[src/design/spg_pkg.sv]
package spg_pkg;

  // Default table depth.
  localparam int unsigned MaxPointsDefault = 128;

  // The triangle is built from four quadrants of the period.
  localparam int unsigned Quadrants = 4;

  typedef enum logic [1:0] {
    CMD_TICK   = 2'd0,
    CMD_LOAD   = 2'd1,
    CMD_MANUAL = 2'd2,
    CMD_START  = 2'd3
  } cmd_e;

  typedef enum logic [2:0] {
    REG_KIND   = 3'd0,
    REG_LENGTH = 3'd1,
    REG_PERIOD = 3'd2,
    REG_AMP    = 3'd3,
    REG_OFFSET = 3'd4
  } reg_e;

  typedef struct packed {
    logic signed [31:0] location;
    logic        [31:0] dwell;
  } table_entry_t;

  typedef struct packed {
    logic        start;
    logic [63:0] dividend;
    logic [31:0] divisor;
  } div_req_t;

  typedef struct packed {
    logic        done;
    logic [31:0] quotient;
  } div_rsp_t;

endpackage

[src/design/spg_divider.sv]
module spg_divider (
  input  logic                clk_i,
  input  logic                rst_ni,
  input  spg_pkg::div_req_t   req_i,
  output spg_pkg::div_rsp_t   rsp_o
);
  import spg_pkg::*;

  // Restoring division, one quotient bit per cycle. The caller guarantees that
  // the upper half of the dividend is below the divisor.
  logic [31:0] rem_q, rem_d;
  logic [31:0] low_q, low_d;
  logic [31:0] div_q, div_d;
  logic [5:0]  cnt_q, cnt_d;
  logic        done_q, done_d;
  logic [32:0] trial;
  logic        fits;

  always_comb begin
    trial  = {rem_q, low_q[31]};
    fits   = trial >= {1'b0, div_q};
    rem_d  = rem_q;
    low_d  = low_q;
    div_d  = div_q;
    cnt_d  = cnt_q;
    done_d = 1'b0;
    if (req_i.start) begin
      rem_d = req_i.dividend[63:32];
      low_d = req_i.dividend[31:0];
      div_d = req_i.divisor;
      cnt_d = 6'd32;
    end else if (cnt_q != 6'd0) begin
      rem_d  = fits ? 32'(trial - {1'b0, div_q}) : trial[31:0];
      low_d  = {low_q[30:0], fits};
      cnt_d  = cnt_q - 6'd1;
      done_d = cnt_q == 6'd1;
    end
  end

  always_ff @(posedge clk_i or negedge rst_ni) begin
    if (!rst_ni) begin
      cnt_q  <= '0;
      done_q <= 1'b0;
    end else begin
      cnt_q  <= cnt_d;
      done_q <= done_d;
    end
  end

  always_ff @(posedge clk_i) begin
    rem_q <= rem_d;
    low_q <= low_d;
    div_q <= div_d;
  end

  assign rsp_o.done     = done_q;
  assign rsp_o.quotient = low_q;

  as_done_after_count : assert property (@(posedge clk_i) disable iff (!rst_ni)
    done_q |-> $past(cnt_q) == 6'd1) else $error("divider done without final step");
  as_no_restart_busy : assert property (@(posedge clk_i) disable iff (!rst_ni)
    (cnt_q > 6'd1) |=> (cnt_q == $past(cnt_q) - 6'd1) || $past(req_i.start))
    else $error("divider count skipped");
  as_done_single : assert property (@(posedge clk_i) disable iff (!rst_ni)
    done_q |=> !done_q) else $error("divider done held");

endmodule
[config.mk]
export PLATFORM = sky130hd
export DESIGN_NAME = spg_divider
export DESIGN_NICKNAME = d
export VERILOG_FILES = /design/src/design/spg_pkg.sv /design/src/design/spg_divider.sv
export SDC_FILE = /design/constraint.sdc
export NUM_CORES = 1
export LEC_CHECK = 0
export BUFFER_PORTS_ARGS = -buffer_cell sky130_fd_sc_hd__buf_2
export CAP_MARGIN = 20
export CORE_AREA = 3 3 120 122
export CTS_BUF_LIST = sky130_fd_sc_hd__clkbuf_16
export DETAILED_ROUTE_END_ITERATION = 10
export DIE_AREA = 0 0 123 125
export PLACE_DENSITY = 0.7
export SYNTH_ARGS = -nofsm -noshare
export SYNTH_HDL_FRONTEND = slang
export SYNTH_SLANG_ARGS = --single-unit
[constraint.sdc]
create_clock -name clk_i -period 3.8 [get_ports clk_i]
set_clock_uncertainty 0.05 [all_clocks]
set_input_delay 0.57 -clock clk_i [delete_from_list [all_inputs] [get_ports clk_i]]
set_output_delay 0.57 -clock clk_i [all_outputs]
set_load 0.02 [all_outputs]
# [Word level (Yosys, flattened, before mapping)]
# Cells that the tools add are included.
[op_classes] n_lt_le_gt_ge=1 addsub=2 muxes=9 n_eq_ne=1 reduce_logical=2
[ops] op="$mux 32" count=5
[ops] op="$ge 33x32->1" count=1
[ops] op="$sub 32x32->32" count=1
[ops] op="$mux 6" count=2
[ops] op="$eq 6x1->1 const B" count=1
[ops] op="$reduce_bool 6->1" count=1
[ops] op="$sub 6x1->6 const B" count=1
[ops] op="$mux 1" count=2
[ops] op="$reduce_bool 2->1" count=1
[word_totals] output_inout_bits=33 ff_bits=103 inputBits=99

# [Logic depth before layout (Yosys ltp)]
[logic_depth] depth_word=4 depth_mapped=13 depth_no_buf=12

# [Worst setup path before layout]
# No wires, ideal clock.
[synth_path] kind="input-to-reg" from="input req_i[96] (netlist bit)" to="register low_q[0] (enable)" t_required_ns=2.898 path_stages=5 path_slack_ns=-0.056 t_arrival_ns=2.954 path_cell_list="clkbuf_1 -> clkinv_1 -> clkbuf_1 -> clkbuf_1 -> nand3_1"
[synth_between] elab_chain_cells=1
[synth_rtl] item="from (decl)" line_no="spg_divider.sv:4" rtl="input spg_pkg::div_req_t req_i,"
[synth_rtl] item="$reduce_bool 2->1 (no source line)"
[synth_rtl] item="to (signal assigned)" line_no="spg_divider.sv:52" rtl="low_q <= low_d;"
[synth_rtl] item="to (decl)" line_no="spg_divider.sv:12" rtl="logic [31:0] low_q, low_d;"
# No other way between the ends.
# A chain may end at the register's enable or synchronous reset.

# [Final worst setup path]
[layout_path] from="register rem_q[0]" to="register rem_q[0] (data pin)"
[layout_between] elab_chain_cells=4
[layout_rtl] item="from (decl)" line_no="spg_divider.sv:11" rtl="logic [31:0] rem_q, rem_d;"
[layout_rtl] item="from (signal assigned)" line_no="spg_divider.sv:51" rtl="rem_q <= rem_d;"
[layout_rtl] item="$ge 33x32->1" line_no="spg_divider.sv:21" rtl="fits = trial >= {1'b0, div_q};"
[layout_rtl] item="$mux 32" line_no="spg_divider.sv:33" rtl="rem_d = fits ? 32'(trial - {1'b0, div_q}) : trial[31:0];"
[layout_rtl] item="$mux 32" line_no="spg_divider.sv:32" rtl="end else if (cnt_q != 6'd0) begin"
[layout_rtl] item="$mux 32" line_no="spg_divider.sv:27" rtl="if (req_i.start) begin"
[layout_rtl] item="via rem_d[0]" line_no="spg_divider.sv:11"
# The timed path passes the listed nets, and every way through them passes these cells. The select of a mux whose other input is x is not followed.

==> impl_metrics.xml <==
<?xml version="1.0" encoding="UTF-8"?>
<metrics>
  <group name="clock_tree">
    <metric name="cts_tree" unit="">done</metric>
    <metric name="cts_root_buf" unit="">sky130_fd_sc_hd__clkbuf_16</metric>
    <metric name="cts-resized-gates" unit="">0</metric>
    <metric name="clkSlewWorstSetupHoldPaths" unit="ps">70</metric>
    <metric name="clock_latency" unit="ps">350</metric>
    <metric name="h_tree_lvl_count" unit="">3</metric>
    <metric name="cts-root-to-sink-buffers" unit="">2</metric>
    <metric name="clock_sink_count" unit="">103</metric>
    <metric name="cts_inserted_buffers" unit="">9</metric>
  </group>
  <group name="die">
    <metric name="core-area" unit="um2">13300</metric>
    <metric name="dieHeight" unit="um">125</metric>
    <metric name="core.rowCount" unit="">42</metric>
    <metric name="fp.dieW" unit="um">123</metric>
    <metric name="initial_core_utilization" unit="%">47.1</metric>
    <metric name="ios" unit="">132</metric>
    <metric name="die-area" unit="um2">15400</metric>
  </group>
  <group name="run_status">
    <metric name="status" unit="">complete, no violations</metric>
  </group>
  <group name="synthesis">
    <metric name="synthesis.area" unit="um2">6260</metric>
    <metric name="synthesis.yosys.warnings" unit="">0</metric>
    <metric name="postSynth.asyncResetShare" unit="%">6.80</metric>
    <metric name="synth_top_area_cell" unit="">sky130_fd_sc_hd__edfxtp_1</metric>
    <metric name="post_synth_adder_cell_area" unit="%">7.31</metric>
    <metric name="synth-seq-area-share" unit="%">48.8</metric>
    <metric name="post-synth-top-count-cell" unit="">sky130_fd_sc_hd__edfxtp_1</metric>
    <metric name="synth_compound_gate_area_share" unit="%">15.0</metric>
    <metric name="ys.flop_type" unit="">sky130_fd_sc_hd__edfxtp_1</metric>
    <metric name="synth_net_count" unit="">705</metric>
    <metric name="synth_top_cells_by_count" unit="">sky130_fd_sc_hd__edfxtp_1, sky130_fd_sc_hd__a21oi_1, sky130_fd_sc_hd__inv_1</metric>
    <metric name="synth-simple-area-share" unit="%">11.9</metric>
    <metric name="syn_area_per_cell" unit="um2">11.0</metric>
    <metric name="synth_top_family_by_area" unit="">compound AO/OA/AOI/OAI gates</metric>
    <metric name="multiplexer_area_fraction_after_synthesis" unit="%">8.97</metric>
    <metric name="synthesis.instances" unit="">570</metric>
    <metric name="synth_top_area_share" unit="%">46.0</metric>
    <metric name="synth.ff_latch_count" unit="">103</metric>
    <metric name="synthXorXnorAreaFrac" unit="%">3.36</metric>
    <metric name="cell_types_occupying_the_most_area_after_synthesis" unit="">sky130_fd_sc_hd__edfxtp_1, sky130_fd_sc_hd__ha_1, sky130_fd_sc_hd__mux2_2</metric>
    <metric name="yosys.cell_types.count" unit="">65</metric>
    <metric name="synth_edf_count" unit="">96</metric>
  </group>
  <group name="detailed_routing">
    <metric name="viasPerCell" unit="">5.54</metric>
    <metric name="routed_wire_length_per_instance" unit="um">17.0</metric>
    <metric name="detailed_routing_iteration_count_for_the_pre_antenna_repair_pass" unit="">5</metric>
    <metric name="vias" unit="">4877</metric>
    <metric name="post-route-drc-count" unit="">0</metric>
    <metric name="ant_nets" unit="">0</metric>
    <metric name="drt-initial-drc-count" unit="">302</metric>
    <metric name="routed_wirelength" unit="um">15000</metric>
  </group>
  <group name="grt">
    <metric name="grt_max_degree" unit="">61</metric>
    <metric name="gr-usage-met2" unit="%">32.7</metric>
    <metric name="globalRouteMet1Util" unit="%">26.3</metric>
    <metric name="grt_remaining_overflow" unit="">0</metric>
    <metric name="grt_pass1_vias" unit="">5019</metric>
    <metric name="global_route.peak_usage_layer" unit="">met2</metric>
    <metric name="antenna_found_initial" unit="">0</metric>
    <metric name="gr-usage-all-layers" unit="%">20.1</metric>
    <metric name="grt.met3_usage" unit="%">6.28</metric>
    <metric name="grt_first_pass_wirelength" unit="um">24700</metric>
  </group>
  <group name="setup_path">
    <metric name="worst_setup_end_kind" unit="">register</metric>
    <metric name="worstSetupStartpointType" unit="">register</metric>
    <metric name="crit_type" unit="">reg -&gt; reg</metric>
    <metric name="cp_data_required_time" unit="ps">3860</metric>
    <metric name="worst-path-max-fanout" unit="">16</metric>
    <metric name="cp_data_arrival_time" unit="ps">3310</metric>
  </group>
  <group name="sta">
    <metric name="finalHoldWorstSlack" unit="ps">334</metric>
    <metric name="setup_viol" unit="">0</metric>
    <metric name="top_achievable_clock_speed" unit="MHz">307</metric>
    <metric name="grt_setup_unrepaired" unit="">false</metric>
    <metric name="report.final.hold_viol_count" unit="">0</metric>
    <metric name="postLayoutSetupSlackWorst" unit="ps">547</metric>
    <metric name="slew-limit-headroom" unit="%">52.0</metric>
    <metric name="period_needed" unit="ps">3250</metric>
    <metric name="timing_worst_slew_pin_value" unit="ps">720</metric>
    <metric name="period_utilisation_layout" unit="%">85.6</metric>
    <metric name="maxSlewViolCount" unit="">0</metric>
    <metric name="final.setup.tns" unit="ps">0</metric>
  </group>
  <group name="placement">
    <metric name="dp_slack" unit="ps">580</metric>
    <metric name="detailedPlacementHpwl" unit="um">11000</metric>
    <metric name="portBuffers" unit="">131</metric>
    <metric name="gpl.final_weighted_congestion" unit="">0.913</metric>
  </group>
  <group name="power">
    <metric name="power-per-cell-area" unit="nW/um2">763</metric>
    <metric name="irDropWorstVdd" unit="uV">412</metric>
    <metric name="p_leak" unit="nW">3.26</metric>
  </group>
  <group name="layout">
    <metric name="final_net_count" unit="">833</metric>
    <metric name="layout_cells_sized_above_1" unit="%">28.2</metric>
    <metric name="flow.area_growth_from_synthesis" unit="%">17.7</metric>
  </group>
  <group name="worst_hold_path">
    <metric name="timing.hold.worst.class" unit="">in -&gt; reg</metric>
  </group>
  <group name="job">
    <metric name="maxCapViolations" unit="">0</metric>
  </group>
</metrics>
==> critical path: stages (launching register included) <==
cell	delay (ps)
sky130_fd_sc_hd__edfxtp_1	450
sky130_fd_sc_hd__ha_1	330
sky130_fd_sc_hd__nor2b_1	290
sky130_fd_sc_hd__o21bai_4	110
sky130_fd_sc_hd__a211oi_4	360
sky130_fd_sc_hd__o2111ai_2	220
sky130_fd_sc_hd__a211oi_2	370
sky130_fd_sc_hd__or2_1	170
sky130_fd_sc_hd__buf_4	280
sky130_fd_sc_hd__a21oi_1	110
sky130_fd_sc_hd__mux2_2	270
==> layout make-up <==
class                      count  area (um2)
antenna                        1        2.50
clock buffer                   9         225
clock inverter                 7        71.3
fill                        1166        5920
inverter                      43         161
multi-input combinational    402        2920
sequential                   103        3060
tap                          176         220
timing repair buffer         139         721
==> worst paths after layout <==
check,startpoint,endpoint,slack [ps],cells past startpoint
max,rem_q[0]$_DFFE_PP_,rem_q[0]$_DFFE_PP_,550,10
min,req_i[17],div_q[17]$_DFFE_PP_,330,1
max reg2reg,rem_q[0]$_DFFE_PP_,rem_q[0]$_DFFE_PP_,550,10
min reg2reg,cnt_q[5]$_DFFE_PN0P_,cnt_q[5]$_DFFE_PN0P_,510,2
max in group asynchronous,rst_ni,cnt_q[5]$_DFFE_PN0P_,3020,2
min in group asynchronous,rst_ni,cnt_q[0]$_DFFE_PN0P_,520,2
==> through the flow <==
step	area, um2	power (mW)	utilization, %	cells
after floorplan	6270	4.04	-	570
after global placement	7070	4.66	53.2	862
after detailed placement	7070	4.69	53.2	862
after CTS	7370	5.66	55.5	879
after global routing	7370	6.07	55.5	879
final	7380	5.63	55.5	880
==> cell usage in the layout (no fill, tap or decap), types with 3 or more instances in the layout <==
cell,Yosys,layout
sky130_fd_sc_hd__buf_2,4,130
sky130_fd_sc_hd__edfxtp_1,96,96
sky130_fd_sc_hd__a21oi_1,54,54
sky130_fd_sc_hd__inv_1,42,42
sky130_fd_sc_hd__nor2_1,41,41
sky130_fd_sc_hd__nand2_1,36,36
sky130_fd_sc_hd__ha_1,35,35
sky130_fd_sc_hd__mux2_2,33,33
sky130_fd_sc_hd__o21ai_0,25,25
sky130_fd_sc_hd__mux2i_1,19,19
sky130_fd_sc_hd__a21o_1,13,13
sky130_fd_sc_hd__xnor2_1,12,12
sky130_fd_sc_hd__xor2_1,12,12
sky130_fd_sc_hd__nor3_1,11,11
sky130_fd_sc_hd__and3_1,10,10
sky130_fd_sc_hd__nand3_1,11,10
sky130_fd_sc_hd__clkbuf_16,0,9
sky130_fd_sc_hd__or3_1,8,8
sky130_fd_sc_hd__buf_4,1,8
sky130_fd_sc_hd__dfrtp_1,7,7
sky130_fd_sc_hd__a221o_1,5,5
sky130_fd_sc_hd__nor4_1,5,5
sky130_fd_sc_hd__a31oi_1,5,5
sky130_fd_sc_hd__nor3b_1,5,5
sky130_fd_sc_hd__nand4_1,4,4
sky130_fd_sc_hd__nor2b_1,4,4
sky130_fd_sc_hd__o21bai_1,4,4
sky130_fd_sc_hd__o21a_1,3,3
sky130_fd_sc_hd__o31ai_1,3,3
sky130_fd_sc_hd__a211oi_1,3,3
sky130_fd_sc_hd__or2_2,3,3
sky130_fd_sc_hd__a2bb2oi_1,3,3
sky130_fd_sc_hd__a21boi_0,3,3
==> cell families after synthesis <==
| kind of cell | Yosys count |
|---|---|
| mux | 52 |
| compound gates | 142 |
| buf+inv | 65 |
| flops | 103 |
| xor+xnor | 24 |
| simple gates | 148 |
| fa+ha+maj | 36 |
==> power by group <==
part	leakage, nW	internal (mW)	switching, mW
registers	1.07	1.65	0.193
clock network	0.139	0.511	0.418
logic	2.05	1.20	1.66
total	3.26	3.36	2.27
==> routing by layer <==
metal / wire (um) / vias up
met5: 0 / -
met4: 173 / 0
met3: 1100 / 13
met2: 7060 / 156
met1: 6620 / 2324
li1: - / 2384
==> timing repair <==
item | in CTS | in global routing
buffers inserted | 0 | 0
hold endpoints to repair | 7 | 0
hold buffers | 1 | 0
==> state kept, by name, summed over array words and instances (netlist names) <==
name,cells
done_q,1
rem_q,32
div_q,32
low_q,32
cnt_q,6
No activity file was read; power rests on OpenSTA's default activity.
